<file path="config.mk">
export PLATFORM = sky130hd
export DESIGN_NAME = frq_ram
export DESIGN_NICKNAME = d
export VERILOG_FILES = /design/src/hdl/frq_ram.sv
export SDC_FILE = /design/constraint.sdc
export NUM_CORES = 1
export LEC_CHECK = 0
export BUFFER_PORTS_ARGS = -buffer_cell sky130_fd_sc_hd__buf_2
export CAP_MARGIN = 20
export CORE_MARGIN = 5
export CORE_UTILIZATION = 40
export DETAILED_ROUTE_END_ITERATION = 6
export PLACE_DENSITY = 0.66
export SKIP_CTS_REPAIR_TIMING = 1
export SYNTH_ARGS = -nofsm -noshare
export SYNTH_HDL_FRONTEND = slang
export SYNTH_SLANG_ARGS = --single-unit
</file>
<file path="constraint.sdc">
create_clock -name clk -period 1.4 [get_ports clk]
set_input_delay 0 -clock clk [delete_from_list [all_inputs] [get_ports clk]]
set_output_delay 0 -clock clk [all_outputs]
set_load 0.005 [all_outputs]
</file>
<file path="src/hdl/frq_ram.sv">
// frq_ram: generic simple dual-port ram, one write and one registered read port
// no dependencies
`timescale 1ns / 1ps

module frq_ram #(
	parameter int WIDTH = 8,
	parameter int DEPTH = 16,
	localparam int AW = (DEPTH > 1) ? $clog2(DEPTH) : 1
) (
	input  logic             clk,
	input  logic             we,
	input  logic [AW-1:0]    waddr,
	input  logic [WIDTH-1:0] wdata,
	input  logic             re,
	input  logic [AW-1:0]    raddr,
	output logic [WIDTH-1:0] rdata
);

	logic [WIDTH-1:0] mem [DEPTH];

	always_ff @(posedge clk) begin
		if (we) begin
			mem[waddr] <= wdata;
		end
		if (re) begin
			rdata <= mem[raddr];
		end
	end

endmodule

</file>
==> reports/results.md <==
* routability congestion estimate from global placement: 0.718
* Startpoint Class: flop
* Area after DPL: 5750 sq um
* average footprint of a synthesized cell: 22.8 sq um
* final standard cell count with taps included and fillers excluded: 484
* via count of the first global-routing pass: 2683
* clock buffers created by TritonCTS: 17
* Register Area: 4080 sq um
* depth of the most critical reg-to-reg path: 3
* ANT cells: 0
* Gate Count Post-Synth: 229
* Max Transition Viols Final: 0
* CTS tree: done
* Setup Slack @ Placement: -0.186 ns
* Ys Warns: 0
* Hold Slack: 0.0155 ns
* buffers from clock root to sink, at most: 2
* class of the most critical hold timing path: primary input to flop
* DRT antenna net count: 0
* die footprint: 15500 sq um
* initial antenna violation count: 0
* max-capacitance violation count: 0
* global-route wire length before repair: 16600 um
* relative slew slack: 36.3%
* count of final setup violators: 3
* leakage power: 2.16 nW
* Die Ht: 124 um
* Reg-to-Reg Start: mem[7][6]
* number of buffers inserted by port buffering: 26
* DRC marker count from the first detailed-route iteration: 318
* transition time of the tightest slew-check pin: 0.952 ns
* post-route design area: 6410 sq um
* end of the critical path: rdata[6]
* post-CTS clock slew at the launch and capture registers of the worst setup and hold paths: 0.06 ns
* CTS HTree Levels: 4
* Area growth syn-to-layout: 22.6%
* drt first pass iters: 5
* clock root buffer master: clkbuf_16
* Worst Skew: 0.00541 ns
* Synth Register Bits: 136
* synthesized netlist net count: 248
* Total Routing Usage GR: 14.7%
* pin count of the biggest net entering global routing: 23
* Cells on Worst Hold Path: 1
* number of distinct standard cells referenced by the synthesized netlist: 18
* Post-layout nets: 318
* Tcrit/Tclk final: 102%
* Max stage delay cell, worst path: mux4_2
* ordered cell list for the critical path: mux4_2 > a22oi_2 > nand2_1
* part of the Yosys area used for sequential elements: 78.1%
* endpoint of the worst-slack reg-to-reg timing path: rdata[6]
* maximum fanout count along the critical path: 1
* setup repair after global routing missed its margin: yes
* die width: 124 um
* via total after detailed routing: 2588
* number of clock sinks seen by CTS: 136
* cell row count: 41
* outcome: complete, but fails checks
* Power Dens Cells: 1480 nW/um^2
* total area of multi-input combinational cells: 1070 sq um
* R2R Setup Slk: -0.03 ns
* Peak Freq: 0.699 GHz
* violated checks: setup timing
* routed wire length per instance: 22.4 um
* total overflow reported by the global router: 0
* share of post-route cells with drive strength above 1: 36.9%
* DRC violations left: 0
* class of the most critical setup path: flop to flop
* critical path startpoint: mem[7][6]
* final wirelength: 10800 um
* delay of the slowest cell on the worst path: 0.51 ns
* final period demand of the worst path: 1.43 ns
* total placed cells including tap cells: 445
* core area: 12700 sq um
* maximum resistive drop on vdd: 0.897 mV
* worst setup slack after layout: -0.0315 ns
* boundary pin count: 27
* number of endpoints with negative hold slack in the final report: 0
* fill cell total of the finished layout: 1067
* CP Capture Type: flop
* clock insertion delay at the later pin of the skew report: 0.40 ns
* post-synth design cell area: 5230 sq um
* HPWL after DPL: 6900 um
* required arrival time at the worst endpoint: 1.54 ns
* arrival time worst endpoint: 1.57 ns
* Initial Utilization: 41.1%
* Via-to-Cell Ratio: 5.35
## cells by family (layout without fill, tap and decap cells)
logic type	count (synthesis)	count (layout)	share of synthesized area, %
DFF	136	136	78.1
AOI/OAI and AO/OA	16	16	2.30
muxes	32	32	14.8
buffers and inverters	10	93	1.65
and+or+nand+nor	35	35	3.14
## metal layers
layer	wire length (um)	vias up	track usage, %
met5	0	-	0
met4	104	0	3.87
met3	681	11	4.46
met2	5330	104	22.8
met1	4720	1358	20.2
li1	-	1115	-
## sequential cells by signal, summed over array words and instances, names as in the netlist
name and cells:
rdata 8, mem 128
## Yosys cell counts
cell	instances	area share, %
buf_4	1	0.14
nor3_1	4	0.38
a22oi_1	16	2.3
nand2_1	9	0.65
or3b_2	1	0.17
buf_6	3	0.65
nor2_1	13	0.93
and2b_1	1	0.14
and2_1	1	0.12
mux4_2	18	7.8
edfxtp_1	136	78
nand3b_1	2	0.29
clkdlybuf4s25_2	3	0.57
buf_2	3	0.29
nand2b_1	2	0.24
mux4_1	14	7.0
nor2b_1	1	0.12
nand3_1	1	0.096
## metrics by stage
| step | setup TNS (ns) | utilization [%] | power [mW] |
|---|---|---|---|
| finish | -0.0764 | 50.4 | 9.48 |
| global route | -0.441 | 50.4 | 9.80 |
| CTS | -0.377 | 49.8 | 9.49 |
| detailed placement | -0.828 | 45.2 | 5.15 |
| global placement | -0.761 | 45.2 | 5.13 |
| floorplan | 0 | - | 4.92 |
## placed cells by master, fill, tap and decap left out
master,netlist,routed
or3b_2,1,1
clkinv_4,0,2
dlygate4sd3_1,0,7
buf_12,0,4
buf_4,1,24
nand3_1,1,1
and2b_1,1,1
mux4_2,18,25
nand2b_1,2,2
buf_2,3,26
nand2_1,9,9
nand3b_1,2,2
mux4_1,14,7
a22oi_2,0,6
clkinvlp_4,0,3
nor2b_1,1,1
edfxtp_1,136,136
nor2_1,13,13
nor3_1,4,3
clkinv_1,0,4
bufinv_16,0,3
and2_1,1,1
nor3_2,0,1
clkinv_2,0,3
a22oi_1,16,10
clkbuf_16,0,17
## critical path, delay by kind of cell, from the launching register on
kind            cells  cell delay (ns)
compound gates      1             0.16
simple gates        1             0.11
mux                 1             0.51
flops               1             0.39
## cell type report
type                    instances  share of cell area [%]
clock buffers                  17                    6.64
clock inverters                15                    2.50
multi-input cells              83                    16.6
flip-flops and latches        136                    63.7
well taps                     172                    3.36
repair buffers                 61                    7.18
## how the worst min path moves through the flow
| stage | startpoint | endpoint | slack [ns] |
|---|---|---|---|
| floorplan | wdata[0] | mem[0][0] | 0.1 |
| global placement | wdata[5] | mem[6][5] | 0.39 |
| detailed placement | re | rdata[3] | 0.39 |
| CTS | re | rdata[4] | -0.04 |
| global route | wdata[3] | mem[13][3] | 0.003 |
| finish | wdata[3] | mem[13][3] | 0.02 |
## power by group
part           total (mW)  leakage, nW  internal, mW  switching, mW
Sequential           4.61         1.24          4.59         0.0228
Combinational       0.480        0.641         0.218          0.262
Clock                4.39        0.279          2.77           1.62
No activity file was read; power rests on OpenSTA's default activity.
