<file path="src/hdl/frq_pkg.sv">
// frq_pkg: shared types, codes and constants of the frame ring queue
// no dependencies; used by frame_ring_queue, frq_out_buf, frq_ctrl and the testbench
`timescale 1ns / 1ps

package frq_pkg;

	// default geometry, handed down as top-level parameters
	localparam int SLOTS_DEF      = 16;
	localparam int SLOT_BYTES_DEF = 64;

	// fixed field widths
	localparam int DATA_W      = 8;
	localparam int LEN_W       = 7;
	localparam int OCC_W       = 5;
	localparam int IN_USER_W   = 2;
	localparam int OUT_DATA_W  = 24;
	localparam int OUT_USER_W  = 3;

	// request kinds carried in the low tuser bit
	localparam logic CMD_PUSH = 1'b0;
	localparam logic CMD_POP  = 1'b1;

	typedef enum logic [2:0] {
		ST_ACCEPTED    = 3'd0,
		ST_DROP_FULL   = 3'd1,
		ST_DROP_LONG   = 3'd2,
		ST_BYTE        = 3'd3,
		ST_EMPTY_FRAME = 3'd4,
		ST_QUEUE_EMPTY = 3'd5
	} status_t;

	typedef enum logic [1:0] {
		DROP_NONE = 2'd0,
		DROP_FULL = 2'd1,
		DROP_LONG = 2'd2
	} drop_t;

	typedef enum logic [1:0] {
		CT_IDLE  = 2'd0,
		CT_LEN   = 2'd1,
		CT_BYTES = 2'd2
	} ctrl_state_t;

	typedef struct packed {
		status_t             status;
		logic [DATA_W-1:0]   byte_out;
		logic [LEN_W-1:0]    frame_length;
		logic                last;
		logic [OCC_W-1:0]    occupancy;
	} result_t;

	// free space in the output queue after this cycle's departure
	typedef struct packed {
		logic room_one;
		logic room_two;
	} buf_room_t;

	function automatic status_t drop_status(input drop_t d);
		status_t s;
		unique case (d)
			DROP_NONE: s = ST_ACCEPTED;
			DROP_FULL: s = ST_DROP_FULL;
			DROP_LONG: s = ST_DROP_LONG;
			default:   s = ST_ACCEPTED;
		endcase
		return s;
	endfunction

endpackage

</file>
<file path="src/hdl/frq_out_buf.sv">
// frq_out_buf: two-entry result queue in front of the master stream port
// depends on frq_pkg
`timescale 1ns / 1ps

module frq_out_buf (
	input  logic                clk,
	input  logic                arst_n,
	input  logic                enq,
	input  frq_pkg::result_t    enq_res,
	output frq_pkg::buf_room_t  room,
	output logic                out_valid,
	input  logic                out_ready,
	output frq_pkg::result_t    out_res
);

	frq_pkg::result_t ent_q [2];
	logic [1:0] count_q;
	logic       wr_ptr_q;
	logic       rd_ptr_q;
	logic       pop;
	logic [1:0] count_eff;

	assign out_valid = (count_q != 2'd0);
	assign out_res   = ent_q[rd_ptr_q];
	assign pop       = out_valid && out_ready;
	assign count_eff = count_q - {1'b0, pop};

	assign room.room_one = (count_eff <= 2'd1);
	assign room.room_two = (count_eff == 2'd0);

	always_ff @(posedge clk) begin
		if (enq) begin
			ent_q[wr_ptr_q] <= enq_res;
		end
	end

	always_ff @(posedge clk or negedge arst_n) begin
		if (!arst_n) begin
			count_q  <= 2'd0;
			wr_ptr_q <= 1'b0;
			rd_ptr_q <= 1'b0;
		end else begin
			count_q <= count_eff + {1'b0, enq};
			if (enq) begin
				wr_ptr_q <= !wr_ptr_q;
			end
			if (pop) begin
				rd_ptr_q <= !rd_ptr_q;
			end
		end
	end

`ifndef ASSERT_OFF
	a_count_max: assert property (@(posedge clk) disable iff (!arst_n)
		count_q <= 2'd2)
		else $error("result queue count out of range");

	a_no_overflow: assert property (@(posedge clk) disable iff (!arst_n)
		enq && (count_q == 2'd2) |-> pop)
		else $error("result queued into a full queue");

	a_ptr_match: assert property (@(posedge clk) disable iff (!arst_n)
		(wr_ptr_q == rd_ptr_q) == ((count_q == 2'd0) || (count_q == 2'd2)))
		else $error("result queue pointers disagree with count");
`endif

endmodule

</file>
<file path="config.mk">
export PLATFORM = sky130hd
export DESIGN_NAME = frq_out_buf
export DESIGN_NICKNAME = d
export VERILOG_FILES = /design/src/hdl/frq_pkg.sv /design/src/hdl/frq_out_buf.sv
export SDC_FILE = /design/constraint.sdc
export NUM_CORES = 1
export LEC_CHECK = 0
export BUFFER_PORTS_ARGS = -buffer_cell sky130_fd_sc_hd__buf_2
export CAP_MARGIN = 20
export CORE_UTILIZATION = 46
export DETAILED_ROUTE_END_ITERATION = 7
export PLACE_DENSITY = 0.73
export SLEW_MARGIN = 0
export SYNTH_ARGS = -nofsm -noshare
export SYNTH_HDL_FRONTEND = slang
export SYNTH_SLANG_ARGS = --single-unit
</file>
<file path="constraint.sdc">
create_clock -name clk -period 1.8 [get_ports clk]
set_input_delay 0 -clock clk [delete_from_list [all_inputs] [get_ports clk]]
set_output_delay 0 -clock clk [all_outputs]
set_load 0.005 [all_outputs]
</file>
==> run summary <==
status: completed
H-tree levels: 2
slowest CP cell: dfrtp_1
Layout Utilization: 65.98%
clk_lat worst skew: 0.29 ns
Detail Route Antenna Nets: 0
largest net degree at the start of global routing: 20
grt met2 use: 30.39%
minimum clock period: 1.628 ns
WL per Instance: 14.65 µm
Distinct cells, synth: 14
CP max FO: 3
CP Class: flip-flop to output pin
Total Wirelength: 3384 µm
M3 GR Usage: 4.605%
total power: 3.615 mW
CTS tree: yes
area grow syn2layout: 33.46%
worst-path cell chain: o21a_1 -> ha_1 -> xnor2_1 -> and2_1 -> buf_2
Tot GR Track Use: 16.50%
DRC violation count after routing: 0
Seq/Total Area, Yosys: 75.77%
Startpoint Class: flip-flop
worst clock skew: 0.006002 ns
Worst-path clk slew: 0.08 ns
Worst slew margin: 74.29%
die height: 68.51 µm
Pre-antenna DRT Iters: 4
I/O Pins: 55
Pleak: 1.115 nW
WP buf/inv: 1
Cells after Synth: 92
antenna violations before repair: 0
Power Dens Cells: 1331 nW/µm²
Worst R2R Start: count_q[1]$_DFF_PN0_
M1 GR Usage: 18.11%
Hold Path Stages: 3
die width: 68.51 µm
VDD IR-drop max: 0.0008467 V
Core ar.: 4115 µm²
Worst-Margin Slew: 0.3839 ns
R2R depth: 5
Slew Limit Fails: 0
Final setup violation count: 0
reg-to-reg slack, setup: 0.43 ns
Post-Syn Nets: 122
root buf cell: clkbuf_8
total negative slack: 0 ns
busiest metal layer after global routing: met2
worst stage delay on the critical path: 0.41 ns
Hold Path Origin: out_ready
Hold Slack: 0.03091 ns
# resized after CTS: 0
crit path capture type: output pin
RePlAce Congestion: 0.6152
RR Endpoint: count_q[1]$_DFF_PN0_
CTS max path bufs: 2
Post-Syn Area: 2034 µm²
Hold/Removal Path Class: input port to flip-flop
share of cells above drive strength 1: 49.72%
worst endpoint required time: 1.80 ns
RSZ-0062 raised after global routing: no
clk sinks: 52
# port buffers: 54
fin crit share: 90.46%
CP arrival: 1.63 ns
critical path's top delay family: flip-flops
grt ovf: 0
row count: 23
Hold Violations, Final: 0
Starting Density: 49.44%
ANT cells: 0
syn avg cell area: 22.11 µm²
Worst Hold End: rd_ptr_q$_DFFE_PN0P_
Nets: 210
number of fill cells: 313
first-pass GRT wire length: 5402 µm
Yosys reg bits: 52
die area: 4693 µm²
YS warnings: 0
Final HPWL DP: 2248 µm
DRT iter0 DRCs: 70
Max Cap Viol: 0
Vias/cell: 4.719
Vias: 1090
vias in the first global route: 1216
Max Clock Freq: 0.6142 GHz
TritonCTS Buffers: 5
==> through the flow <==
stage / instances / cell area [µm²] / setup WS (ns)
after floorplan: 92 / 2037 / 0.3472
after global placement: 197 / 2374 / 0.4785
after detailed placement: 197 / 2374 / 0.4257
after CTS: 231 / 2715 / 0.1567
after global routing: 231 / 2715 / 0.07690
final: 231 / 2715 / 0.1718
==> kinds of logic after synthesis <==
group / Yosys count / synth area share (%)
compound gates: 1 / 0.3691
xor+xnor: 4 / 1.722
fa+ha+maj: 2 / 1.230
buf+inv: 5 / 2.891
flops: 52 / 75.77
mux: 24 / 16.79
simple gates: 4 / 1.230
==> power breakdown <==
group	total [mW]	internal, mW	switching, mW
clock	0.609	0.273	0.336
sequential	1.70	1.61	0.0807
combinational	1.31	0.749	0.561
==> layer usage <==
metal	part of all wire (%)	vias up
met5	0	-
met4	1.1	0
met3	6.3	4
met2	53	43
met1	40	519
li1	-	524
==> placed cells by master (no fill, tap or decap) <==
cell type,Yosys,layout
and2_1,2,2
buf_12,2,2
buf_2,0,54
buf_4,0,2
clkbuf_1,0,2
clkbuf_8,0,5
clkinv_2,0,1
dfrtp_1,4,4
dlygate4sd3_1,0,26
edfxtp_1,48,48
ha_1,2,2
inv_1,2,2
mux2_2,5,5
mux2_4,19,19
nor2b_2,0,1
o21a_1,1,1
or2_2,1,1
xnor2_1,2,2
xor2_1,2,2
==> worst max path at each step <==
stage                                     from                     to  slack, ns  depth (start not counted)
final                     count_q[1]$_DFF_PN0_                room[0]       0.17                          5
after global routing      count_q[1]$_DFF_PN0_                room[0]       0.08                          5
after CTS                 count_q[1]$_DFF_PN0_                room[0]       0.16                          5
after detailed placement  count_q[1]$_DFF_PN0_   count_q[1]$_DFF_PN0_       0.43                          5
after global placement    count_q[1]$_DFF_PN0_   count_q[1]$_DFF_PN0_       0.48                          5
after floorplan           wr_ptr_q$_DFFE_PN0P_  ent_q[0][0]$_DFFE_PP_       0.35                          1
==> final cells by class <==
type	count	area, µm²	area share (%)
Tap cell	50	62.56	2.304
Sequential cell	52	1541	56.77
Multi-Input combinational cell	35	436.7	16.08
Clock inverter	1	5.005	0.1843
Inverter	2	7.507	0.2765
Timing Repair Buffer	84	585.6	21.57
Clock buffer	7	76.32	2.811
==> registers in the layout, indices dropped and copies added (netlist names) <==
| register | count |
|---|---|
| count_q | 2 |
| ent_q | 48 |
| rd_ptr_q | 1 |
| wr_ptr_q | 1 |
==> what timing repair did <==
action | 4_1_cts | 5_1_grt
hold buffers | 26 | 0
hold endpoints to repair | 53 | 0
buffers inserted | 0 | 0
==> synth_stat cells, drive strengths merged <==
cell     n  area share [%]
xor2     2            0.86
dfrtp    4             4.9
mux2    24              17
xnor2    2            0.86
o21a     1            0.37
buf      3             2.5
edfxtp  48              71
or2      1            0.31
inv      2            0.37
nor2b    1            0.31
and2     2            0.61
ha       2             1.2
==> tightest hold or removal path, delay by kind of cell <==
kind | cells | cell delay, ns
compound gates | 1 | 0.14
xor+xnor | 1 | 0.07
buf+inv | 1 | 0.08
(Power assumes the default switching activity.)
