<file path="config.mk">
export PLATFORM = sky130hd
export DESIGN_NAME = frq_ctrl
export DESIGN_NICKNAME = d
export VERILOG_FILES = /design/src/hdl/frq_pkg.sv /design/src/hdl/frq_ctrl.sv
export SDC_FILE = /design/constraint.sdc
export NUM_CORES = 1
export LEC_CHECK = 0
export CAP_MARGIN = 25
export CORE_MARGIN = 2
export CORE_UTILIZATION = 40
export DETAILED_ROUTE_END_ITERATION = 16
export DONT_BUFFER_PORTS = 1
export GPL_ROUTABILITY_DRIVEN = 0
export SETUP_SLACK_MARGIN = 0.5
export SYNTH_ARGS = -nofsm -noshare
export SYNTH_HDL_FRONTEND = slang
export SYNTH_SLANG_ARGS = --single-unit
export TNS_END_PERCENT = 20
</file>
<file path="constraint.sdc">
create_clock -name clk -period 2.49 [get_ports clk]
set_clock_uncertainty 0.1 [all_clocks]
set_input_delay 0.249 -clock clk [delete_from_list [all_inputs] [get_ports clk]]
set_output_delay 0.249 -clock clk [all_outputs]
set_load 0.02 [all_outputs]
</file>
<file path="src/hdl/frq_pkg.sv">
// frq_pkg: shared types, codes and constants of the frame ring queue
// no dependencies; used by frame_ring_queue, frq_out_buf, frq_ctrl and the testbench
`timescale 1ns / 1ps

package frq_pkg;

	// default geometry, handed down as top-level parameters
	localparam int SLOTS_DEF      = 16;
	localparam int SLOT_BYTES_DEF = 64;

	// fixed field widths
	localparam int DATA_W      = 8;
	localparam int LEN_W       = 7;
	localparam int OCC_W       = 5;
	localparam int IN_USER_W   = 2;
	localparam int OUT_DATA_W  = 24;
	localparam int OUT_USER_W  = 3;

	// request kinds carried in the low tuser bit
	localparam logic CMD_PUSH = 1'b0;
	localparam logic CMD_POP  = 1'b1;

	typedef enum logic [2:0] {
		ST_ACCEPTED    = 3'd0,
		ST_DROP_FULL   = 3'd1,
		ST_DROP_LONG   = 3'd2,
		ST_BYTE        = 3'd3,
		ST_EMPTY_FRAME = 3'd4,
		ST_QUEUE_EMPTY = 3'd5
	} status_t;

	typedef enum logic [1:0] {
		DROP_NONE = 2'd0,
		DROP_FULL = 2'd1,
		DROP_LONG = 2'd2
	} drop_t;

	typedef enum logic [1:0] {
		CT_IDLE  = 2'd0,
		CT_LEN   = 2'd1,
		CT_BYTES = 2'd2
	} ctrl_state_t;

	typedef struct packed {
		status_t             status;
		logic [DATA_W-1:0]   byte_out;
		logic [LEN_W-1:0]    frame_length;
		logic                last;
		logic [OCC_W-1:0]    occupancy;
	} result_t;

	// free space in the output queue after this cycle's departure
	typedef struct packed {
		logic room_one;
		logic room_two;
	} buf_room_t;

	function automatic status_t drop_status(input drop_t d);
		status_t s;
		unique case (d)
			DROP_NONE: s = ST_ACCEPTED;
			DROP_FULL: s = ST_DROP_FULL;
			DROP_LONG: s = ST_DROP_LONG;
			default:   s = ST_ACCEPTED;
		endcase
		return s;
	endfunction

endpackage

</file>
<file path="src/hdl/frq_ctrl.sv">
// frq_ctrl: push collection, commit, pop sequencing and slot pointers
// depends on frq_pkg; drives the byte and length rams and the result queue
`timescale 1ns / 1ps

module frq_ctrl #(
	parameter int SLOTS      = frq_pkg::SLOTS_DEF,
	parameter int SLOT_BYTES = frq_pkg::SLOT_BYTES_DEF,
	localparam int SW = $clog2(SLOTS),
	localparam int CW = $clog2(SLOTS + 1),
	localparam int BDEPTH = SLOTS * SLOT_BYTES,
	localparam int AW = (BDEPTH > 1) ? $clog2(BDEPTH) : 1
) (
	input  logic                          clk,
	input  logic                          arst_n,
	input  logic                          in_valid,
	output logic                          in_ready,
	input  logic                          in_cmd,
	input  logic [frq_pkg::DATA_W-1:0]    in_byte,
	input  logic                          in_has_byte,
	input  logic                          in_frame_end,
	input  frq_pkg::buf_room_t            room,
	output logic                          enq,
	output frq_pkg::result_t              enq_res,
	output logic                          bwe,
	output logic [AW-1:0]                 bwaddr,
	output logic [frq_pkg::DATA_W-1:0]    bwdata,
	output logic                          bre,
	output logic [AW-1:0]                 braddr,
	input  logic [frq_pkg::DATA_W-1:0]    brdata,
	output logic                          lwe,
	output logic [SW-1:0]                 lwaddr,
	output logic [frq_pkg::LEN_W-1:0]     lwdata,
	output logic                          lre,
	output logic [SW-1:0]                 lraddr,
	input  logic [frq_pkg::LEN_W-1:0]     lrdata
);

	localparam logic [SW-1:0]               LAST_SLOT = SW'(SLOTS - 1);
	localparam logic [CW-1:0]               FULL_CNT  = CW'(SLOTS);
	localparam logic [frq_pkg::LEN_W-1:0]   MAX_LEN   = frq_pkg::LEN_W'(SLOT_BYTES);

	frq_pkg::ctrl_state_t state_q, state_d;

	logic [SW-1:0]              wr_slot_q, wr_slot_d;
	logic [SW-1:0]              rd_slot_q, rd_slot_d;
	logic [SW-1:0]              pop_slot_q, pop_slot_d;
	logic [CW-1:0]              count_q, count_d;
	logic [frq_pkg::LEN_W-1:0]  taken_q, taken_d;
	logic                       in_frame_q, in_frame_d;
	frq_pkg::drop_t             drop_q, drop_d;
	logic [frq_pkg::LEN_W-1:0]  len_q, len_d;
	logic [frq_pkg::LEN_W-1:0]  idx_q, idx_d;
	logic                       rd_v_s1, rd_v_d;
	logic                       last_s1, last_d;

	logic                       accept;
	logic                       direct_enq;
	logic                       issue;
	logic                       idx_last;
	frq_pkg::drop_t             cur_drop, new_drop;
	logic [frq_pkg::LEN_W-1:0]  cur_taken, new_taken;
	logic                       store;

	assign in_ready = (state_q == frq_pkg::CT_IDLE) && !rd_v_s1 && room.room_one;
	assign accept   = in_valid && in_ready;

	// push bookkeeping: the full drop decision is taken on the first request of a frame
	always_comb begin
		cur_drop  = in_frame_q ? drop_q
			: ((count_q >= FULL_CNT) ? frq_pkg::DROP_FULL : frq_pkg::DROP_NONE);
		cur_taken = in_frame_q ? taken_q : '0;
		store     = in_has_byte && (cur_drop == frq_pkg::DROP_NONE) && (cur_taken < MAX_LEN);
		new_drop  = (in_has_byte && (cur_drop == frq_pkg::DROP_NONE) && !store)
			? frq_pkg::DROP_LONG : cur_drop;
		new_taken = store ? cur_taken + frq_pkg::LEN_W'(1) : cur_taken;
	end

	assign idx_last = ((idx_q + frq_pkg::LEN_W'(1)) == len_q);
	assign issue    = (state_q == frq_pkg::CT_BYTES)
		&& (rd_v_s1 ? room.room_two : room.room_one);

	always_comb begin
		state_d    = state_q;
		wr_slot_d  = wr_slot_q;
		rd_slot_d  = rd_slot_q;
		pop_slot_d = pop_slot_q;
		count_d    = count_q;
		taken_d    = taken_q;
		in_frame_d = in_frame_q;
		drop_d     = drop_q;
		len_d      = len_q;
		idx_d      = idx_q;
		rd_v_d     = 1'b0;
		last_d     = last_s1;

		direct_enq = 1'b0;
		enq_res    = '0;

		bwe    = 1'b0;
		bwaddr = AW'(wr_slot_q) * AW'(SLOT_BYTES) + AW'(cur_taken);
		bwdata = in_byte;
		bre    = 1'b0;
		braddr = AW'(pop_slot_q) * AW'(SLOT_BYTES) + AW'(idx_q);
		lwe    = 1'b0;
		lwaddr = wr_slot_q;
		lwdata = new_taken;
		lre    = 1'b0;
		lraddr = rd_slot_q;

		unique case (state_q)
			frq_pkg::CT_IDLE: begin
				if (accept && (in_cmd == frq_pkg::CMD_PUSH)) begin
					bwe = store;
					if (in_frame_end) begin
						if (new_drop == frq_pkg::DROP_NONE) begin
							lwe       = 1'b1;
							wr_slot_d = (wr_slot_q == LAST_SLOT) ? '0 : wr_slot_q + SW'(1);
							count_d   = count_q + CW'(1);
						end
						direct_enq          = 1'b1;
						enq_res.status      = frq_pkg::drop_status(new_drop);
						enq_res.frame_length = (new_drop == frq_pkg::DROP_NONE) ? new_taken : '0;
						enq_res.last        = 1'b1;
						enq_res.occupancy   = frq_pkg::OCC_W'(count_d);
						in_frame_d = 1'b0;
						taken_d    = '0;
						drop_d     = frq_pkg::DROP_NONE;
					end else begin
						in_frame_d = 1'b1;
						taken_d    = new_taken;
						drop_d     = new_drop;
					end
				end else if (accept) begin
					if (count_q == '0) begin
						direct_enq     = 1'b1;
						enq_res.status = frq_pkg::ST_QUEUE_EMPTY;
						enq_res.last   = 1'b1;
					end else begin
						lre        = 1'b1;
						pop_slot_d = rd_slot_q;
						rd_slot_d  = (rd_slot_q == LAST_SLOT) ? '0 : rd_slot_q + SW'(1);
						count_d    = count_q - CW'(1);
						state_d    = frq_pkg::CT_LEN;
					end
				end
			end
			frq_pkg::CT_LEN: begin
				if (lrdata == '0) begin
					direct_enq        = 1'b1;
					enq_res.status    = frq_pkg::ST_EMPTY_FRAME;
					enq_res.last      = 1'b1;
					enq_res.occupancy = frq_pkg::OCC_W'(count_q);
					state_d           = frq_pkg::CT_IDLE;
				end else begin
					len_d   = lrdata;
					idx_d   = '0;
					state_d = frq_pkg::CT_BYTES;
				end
			end
			frq_pkg::CT_BYTES: begin
				if (issue) begin
					bre    = 1'b1;
					rd_v_d = 1'b1;
					last_d = idx_last;
					idx_d  = idx_q + frq_pkg::LEN_W'(1);
					if (idx_last) begin
						state_d = frq_pkg::CT_IDLE;
					end
				end
			end
			default: begin
				state_d = frq_pkg::CT_IDLE;
			end
		endcase

		// a byte read issued last cycle lands in the result queue now
		if (rd_v_s1) begin
			enq_res.status       = frq_pkg::ST_BYTE;
			enq_res.byte_out     = brdata;
			enq_res.frame_length = len_q;
			enq_res.last         = last_s1;
			enq_res.occupancy    = frq_pkg::OCC_W'(count_q);
		end
	end

	assign enq = direct_enq || rd_v_s1;

	always_ff @(posedge clk or negedge arst_n) begin
		if (!arst_n) begin
			state_q <= frq_pkg::CT_IDLE;
		end else begin
			state_q <= state_d;
		end
	end

	always_ff @(posedge clk or negedge arst_n) begin
		if (!arst_n) begin
			wr_slot_q  <= '0;
			rd_slot_q  <= '0;
			count_q    <= '0;
			taken_q    <= '0;
			in_frame_q <= 1'b0;
			drop_q     <= frq_pkg::DROP_NONE;
			rd_v_s1    <= 1'b0;
		end else begin
			wr_slot_q  <= wr_slot_d;
			rd_slot_q  <= rd_slot_d;
			count_q    <= count_d;
			taken_q    <= taken_d;
			in_frame_q <= in_frame_d;
			drop_q     <= drop_d;
			rd_v_s1    <= rd_v_d;
		end
	end

	always_ff @(posedge clk) begin
		pop_slot_q <= pop_slot_d;
		len_q      <= len_d;
		idx_q      <= idx_d;
		last_s1    <= last_d;
	end

`ifndef ASSERT_OFF
	a_count_bound: assert property (@(posedge clk) disable iff (!arst_n)
		count_q <= FULL_CNT)
		else $error("stored frame count above slot count");

	a_enq_single: assert property (@(posedge clk) disable iff (!arst_n)
		!(direct_enq && rd_v_s1))
		else $error("two results queued in one cycle");

	a_len_after_pop: assert property (@(posedge clk) disable iff (!arst_n)
		(state_q == frq_pkg::CT_LEN) |-> $past(lre))
		else $error("length state entered without a length read");

	a_closed_frame_clean: assert property (@(posedge clk) disable iff (!arst_n)
		!in_frame_q |-> (taken_q == '0) && (drop_q == frq_pkg::DROP_NONE))
		else $error("push state left over after frame close");
`endif

endmodule

</file>
==> results.py, run 1 <==
metrics = {
    "floorplan": {
        "start_util_pct": 40.9,
        "dieHeight_um": 89.9,
        "die-area_um2": 8090,
        "row_count": 31,
        "ios": 104,
        "core_um2": 7210,
        "fp.dieW_um": 89.9,
    },
    "setup_path": {
        "crit_path_top_delay_cell": "or4b_4",
        "r2r_cells": 8,
        "critical_path_arrival_ps": 2230,
        "path_max_fanout": 4,
        "start_kind": "register",
        "crit_family": "simple AND/OR/NAND/NOR gates",
        "path_buf_inv": 3,
        "crit_type": "register to primary output",
        "worstPathRequired_ps": 2140,
        "rr_startpoint": "state_q[0]",
        "worstPathCellList": "or4b_4 > inv_6 > nand4_1 > buf_4 > buf_6 > a211oi_4 > a311o_1",
        "critPathMaxStageDelay_ps": 580,
        "reg2reg_to": "taken_q[5]",
        "r2r_slack_ps": 180,
        "critPathCaptureType": "primary output",
    },
    "global_route": {
        "grt_overflow_total": 0,
        "grt_pass1_wl_mm": 12.7,
        "grt_max_degree": 27,
        "grt_pass1_vias": 2412,
        "track_usage_pct": 19.7,
        "antenna_found_initial": 0,
    },
    "synth": {
        "synth_compound_area_share_pct": 14.8,
        "yosys.area.top_type": "dfrtp_1",
        "syn_nets": 345,
        "synth_top_family_by_area": "simple AND/OR/NAND/NOR gates",
        "synth_ff_type": "dfrtp_1",
        "avgSynthCellArea_um2": 9.75,
        "syn_inst": 303,
        "synthAdderAreaFrac_pct": 4.66,
        "syn_area_um2": 2950,
        "ys_seq_area_share_pct": 41.4,
        "synth_area_leaders": "dfrtp_1 22%, edfxtp_1 19%, ha_1 4.7%, nand2_1 3.9%, and2_1 3.6%",
        "async_flop_share_pct": 57.8,
        "yosys.area_share.xor_xnor_pct": 7.88,
        "synthSimpleGateAreaFrac_pct": 21.5,
        "synth_common_cells": "31 x nand2_1, 26 x dfrtp_1, 20 x o21ai_0, 19 x edfxtp_1",
        "ys_warn_count": 0,
        "ys_seq_elements": 45,
        "yosysTopAreaCellShare_pct": 22.0,
        "synth_cell_types": 55,
        "synth.area.mux_share_pct": 2.16,
        "synth_most_common_cell": "nand2_1",
        "synth_edf_count": 19,
    },
    "cells_and_area": {
        "antennaDiodeCount": 0,
        "drive_gt1_share_pct": 39.4,
        "area_delta_synth_final_pct": 35.1,
        "nNetsFinal": 376,
        "finalNonFillerCells": 434,
    },
    "power_and_ir_drop": {
        "p_clk_share_pct": 13.4,
        "p_int_uw": 2010,
        "cellLeakagePower_uw": 0.00163,
        "power_density_nw_per_um2": 937,
        "p_total_uw": 3740,
        "pwr-share-seq_pct": 37.2,
        "combinationalPowerShare_pct": 49.4,
        "vdd_drop_max_mv": 0.506,
        "p_sw_share_pct": 46.1,
        "switchingPower_uw": 1720,
    },
    "clock_tree": {
        "cts_max_level": 2,
        "clockBufferDepth": 2,
        "cts.sinks": 45,
        "path_clk_slew_ps": 80,
        "insertion_delay_ps": 300,
        "cts_inserted_buffers": 5,
        "cts_tree": "done",
        "root_buffer": "clkbuf_8",
    },
    "placed_design": {
        "dp.cells": 404,
        "dp_hpwl_mm": 5.71,
        "port_buffers": 0,
    },
    "routing": {
        "vias": 2443,
        "ant_nets": 0,
        "drtPass1Iterations": 4,
        "drc": 0,
        "wirelength_mm": 8.01,
        "wire_per_inst_um": 18.5,
        "vias_per_cell": 5.63,
        "drt_first_iter_violations": 101,
    },
    "sta": {
        "slew_viol_final": 0,
        "rsz0062_at_grt": "true",
        "min_period_ps": 2570,
        "worstMarginPinSlew_ps": 607,
        "setup_viol": 14,
        "period_share_pct": 103,
        "finalHoldViolCount": 0,
        "slew_headroom_pct": 59.6,
        "fmax_mhz": 388,
        "final_critical_path_setup_slack_ps": -84.7,
    },
    "worst_hold_path": {
        "hold_start": "in_frame_end",
        "hold_depth": 2,
        "hold-path-endpoint": "taken_q[3]",
        "min_path_type": "primary input to register",
    },
    "job": {
        "drv_cap": 0,
    },
    "status": {
        "status": "complete, but fails checks",
        "violations": "setup timing",
    },
}
==> routing by layer <==
layer	GRT usage [%]	vias to the layer above	part of all wire (%)
met5	0	-	0
met4	5.26	0	1.5
met3	5.53	11	7.3
met2	33.2	85	49
met1	25.0	1212	42
li1	-	1135	-
==> worst reg2reg max path, delay by kind of cell, from the launching register on <==
| family | cells | cell delay, ps |
|---|---|---|
| DFF | 1 | 380 |
| AOI/OAI and AO/OA | 1 | 140 |
| and+or+nand+nor | 3 | 1090 |
| buffers and inverters | 4 | 520 |
==> power groups by stage <==
stage | Sequential [uW] | Combinational, uW | Clock, uW
2_1_floorplan | 1200 | 1390 | 0
3_3_place_gp | 1340 | 1540 | 0
3_5_place_dp | 1350 | 1560 | 0
4_1_cts | 1360 | 1710 | 512
5_1_grt | 1430 | 2000 | 545
6_report | 1390 | 1850 | 500
==> flip-flops by register name, summed over array words and instances (netlist names), 2 cells and up <==
signal,flops
drop_q,2
state_q,2
idx_q,7
lraddr,4
taken_q,7
count_q,5
lwaddr,4
len_q,7
pop_slot_q,4
==> through the flow <==
stage / hold WS [ps] / TNS, ps / cell area [um2] / setup slack (ps) / util, %
6_report: 57.8 / -495 / 3990 / -84.7 / 55.3
3_5_place_dp: -146 / 0 / 3290 / 106 / 45.6
3_3_place_gp: -146 / 0 / 3290 / 167 / 45.6
4_1_cts: 109 / -509 / 3750 / -77.9 / 52.0
2_1_floorplan: -147 / 0 / 3130 / 279 / -
5_1_grt: 50.4 / -1840 / 3990 / -173 / 55.3
==> final cells by class <==
type | instances | area (um2)
multi-input cells | 217 | 1960
repair buffers | 52 | 515
inverters | 13 | 60.1
clock buffers | 7 | 96.3
fillers | 641 | 3230
flip-flops and latches | 45 | 1220
clock inverters | 1 | 5.00
well taps | 99 | 124
==> logic make-up (layout without fill, tap and decap cells) <==
| group | Yosys count | after routing |
|---|---|---|
| compound gates | 64 | 64 |
| mux | 6 | 6 |
| xor+xnor | 25 | 25 |
| flops | 45 | 45 |
| fa+ha+maj | 11 | 11 |
| simple gates | 111 | 111 |
| buf+inv | 41 | 73 |
==> worst max path at each step <==
| stage | startpoint | endpoint | slack [ps] | cells after the start |
|---|---|---|---|---|
| finish | state_q[0] | enq_res[21] | -80 | 7 |
| global route | state_q[0] | enq_res[9] | -170 | 7 |
| CTS | rd_v_s1 | enq_res[21] | -80 | 7 |
| detailed placement | state_q[1] | enq_res[9] | 110 | 7 |
| global placement | state_q[0] | enq_res[7] | 170 | 7 |
| floorplan | state_q[1] | enq_res[1] | 280 | 8 |
==> layout by cell type, fill, tap and decap left out, types with 3 or more instances in the layout <==
| master | netlist | final |
|---|---|---|
| dfrtp_1 | 26 | 24 |
| xor2_1 | 12 | 8 |
| a21o_1 | 3 | 3 |
| xnor2_1 | 12 | 9 |
| and2_1 | 17 | 14 |
| clkbuf_8 | 0 | 7 |
| nor2_2 | 0 | 3 |
| edfxtp_1 | 19 | 19 |
| mux2_2 | 3 | 3 |
| a21oi_2 | 0 | 4 |
| nand3_2 | 2 | 3 |
| o21ai_2 | 0 | 7 |
| a22o_1 | 6 | 3 |
| nand2_1 | 31 | 28 |
| a21oi_1 | 9 | 4 |
| xor2_2 | 0 | 3 |
| nor4_1 | 5 | 4 |
| a22o_4 | 0 | 3 |
| o21ai_1 | 2 | 4 |
| nor2_1 | 17 | 13 |
| buf_6 | 2 | 14 |
| ha_4 | 0 | 4 |
| buf_4 | 14 | 25 |
| o21ai_0 | 20 | 9 |
| nor3_1 | 6 | 5 |
| nand3_1 | 9 | 6 |
| inv_1 | 12 | 7 |
| and2_4 | 0 | 3 |
| a31oi_1 | 4 | 3 |
| nand4_1 | 6 | 6 |
| dlygate4sd3_1 | 0 | 9 |
| inv_2 | 1 | 3 |
| ha_1 | 11 | 7 |
==> timing repair <==
action / 4_1_cts / 5_1_grt
hold endpoints to repair: 35 / 0
hold buffers: 10 / 0
endpoints found under the setup margin: 55 / 58
gates cloned: 0 / 1
buffers inserted: 7 / 4
pin swaps: 19 / 23
gates resized for setup: 46 / 40
No activity file was read; power rests on OpenSTA's default activity.
==> inputs of run 2 (changes only) <==
--- a/config.mk
+++ b/config.mk
@@ -6,6 +6,7 @@
 export NUM_CORES = 1
 export LEC_CHECK = 0
 export CAP_MARGIN = 25
+export CORE_ASPECT_RATIO = 0.7
 export CORE_MARGIN = 2
 export CORE_UTILIZATION = 40
 export DETAILED_ROUTE_END_ITERATION = 16
==> run 2 against run 1 <==
The run still ends with setup timing left. Hold slack gained 18 ps. Clock power shrank 3%. Die area grew 0.13%. Utilization shrank 1.7 points. Fmax grew 0.61%. Highest routed layer unchanged. Via count shrank 1.8%. Count of clock-buffer cells in the layout shrank 1. First-iteration DRC count grew 49%. Total power shrank 0.14%. Critical endpoint unchanged. Critical path depth shrank 1. Sequential share of layout area grew 0.91 points. Global-route usage shrank 0.63 points.
==> results.py, run 2 (synthesis results as in run 1) <==
metrics = {
    "cells_and_area": {
        "antennaDiodeCount": 0,
        "largestRegisters": "idx_q (7), len_q (7), taken_q (7)",
        "final_cell_mix": "30 x nand2_1, 30 x buf_4, 24 x dfrtp_1, 19 x edfxtp_1, 14 x nor2_1",
        "drive_gt1_share_pct": 36.9,
        "nNetsFinal": 374,
        "final_area_um2": 3870,
        "area_delta_synth_final_pct": 31.2,
        "fillers": 659,
        "multi_input_area_um2": 1920,
        "layout.area.seq_um2": 1220,
    },
    "routing": {
        "vias": 2398,
        "wire_per_inst_um": 18.5,
        "drc": 0,
        "drtPass1Iterations": 4,
        "wirelength_mm": 7.96,
        "vias_per_cell": 5.56,
        "drt_first_iter_violations": 150,
        "ant_nets": 0,
    },
    "sta": {
        "min_period_ps": 2560,
        "worstMarginPinSlew_ps": 567,
        "setup_viol": 6,
        "slew_headroom_pct": 62.2,
        "rsz0062_at_grt": "true",
        "tns_ps": -156,
        "finalHoldViolCount": 0,
        "fmax_mhz": 391,
        "period_share_pct": 103,
        "slew_viol_final": 0,
        "final_critical_path_setup_slack_ps": -69.1,
    },
    "floorplan": {
        "ios": 104,
        "row_count": 26,
        "start_util_pct": 40.9,
        "die-area_um2": 8100,
        "dieHeight_um": 75.9,
        "fp.dieW_um": 107,
        "core_um2": 7220,
    },
    "setup_path": {
        "rr_startpoint": "rd_v_s1",
        "critPathCaptureType": "primary output",
        "r2r_cells": 8,
        "crit_type": "register to primary output",
        "start_kind": "register",
        "critical_path_arrival_ps": 2210,
        "r2r_slack_ps": 210,
        "path_max_fanout": 3,
        "worstPathRequired_ps": 2140,
        "reg2reg_to": "lwaddr[0]",
    },
    "clock_tree": {
        "cts.sinks": 45,
        "cts_inserted_buffers": 5,
        "path_clk_slew_ps": 90,
        "root_buffer": "clkbuf_8",
        "cts_max_level": 2,
        "cts_tree": "done",
        "clockBufferDepth": 2,
        "insertion_delay_ps": 300,
    },
    "placed_design": {
        "dp_hpwl_mm": 5.71,
        "dp_slack_ps": 178,
        "port_buffers": 0,
        "post_dp_cell_area_um2": 3290,
    },
    "worst_hold_path": {
        "min_path_type": "primary input to register",
        "hold-path-endpoint": "taken_q[4]",
        "hold_depth": 2,
        "hold_start": "in_frame_end",
    },
    "status": {
        "status": "complete, but fails checks",
        "violations": "setup timing",
    },
    "power_and_ir_drop": {
        "vdd_drop_max_mv": 0.507,
        "cellLeakagePower_uw": 0.00159,
        "power_density_nw_per_um2": 963,
    },
    "global_route": {
        "grt_overflow_total": 0,
        "grt_pass1_wl_mm": 11.8,
        "antenna_found_initial": 0,
        "track_usage_pct": 19.1,
        "grt_pass1_vias": 2166,
        "grt_max_degree": 27,
    },
    "job": {
        "drv_cap": 0,
    },
}
## run 2: power by group
part	switching, uW	internal (uW)
Clock	260	225
Combinational	1120	804
Sequential	344	983
Total	1720	2010
## run 2: timing repair
item / 4_1_cts / 5_1_grt
buffers inserted: 6 / 5
resized for setup: 15 / 52
endpoints found under the hold margin: 35 / 0
gates cloned: 1 / 0
hold buffers: 10 / 0
endpoints found under the setup margin: 55 / 58
pin swaps: 6 / 21
## run 2: area by class of cell
class                   count  area share [%]
multi-input cells         217            49.5
repair buffers             50            11.7
clock buffers               6            2.13
inverters                  13            1.49
flip-flops and latches     45            31.6
clock inverters             2           0.355
well taps                  98            3.17
## run 2: worst max-delay path by stage
stage               depth (start not counted)  startpoint           to  slack (ps)
floorplan                                   8  state_q[1]   enq_res[1]         280
global placement                            6  in_frame_q  enq_res[11]         200
detailed placement                          7  state_q[0]   enq_res[1]         180
CTS                                         6  state_q[1]  enq_res[21]         -10
global route                                6     rd_v_s1  enq_res[21]        -140
finish                                      6     rd_v_s1  enq_res[21]         -70
## run 2: critical path: stages (launching register included)
cell and delay (ps):
dfrtp_1 380, or4b_4 580, inv_6 110, nand4_1 170, buf_4 200, a211oi_4 190
a311o_1 280
## run 2: layer usage
metal	GRT usage (%)	part of all wire [%]	up-vias
met3	4.96	6.9	4
met5	0	0	-
li1	-	-	1138
met4	3.03	0.55	0
met2	28.0	43	102
met1	28.8	50	1154
## run 2: stage by stage
stage | cells | total power, uW | utilization [%] | hold slack (ps)
finish | 431 | 3730 | 53.6 | 75.7
global route | 431 | 3960 | 53.6 | 64.0
CTS | 426 | 3490 | 49.8 | 122
detailed placement | 401 | 2920 | 45.5 | -146
global placement | 401 | 2900 | 45.5 | -146
floorplan | 303 | 2590 | - | -147
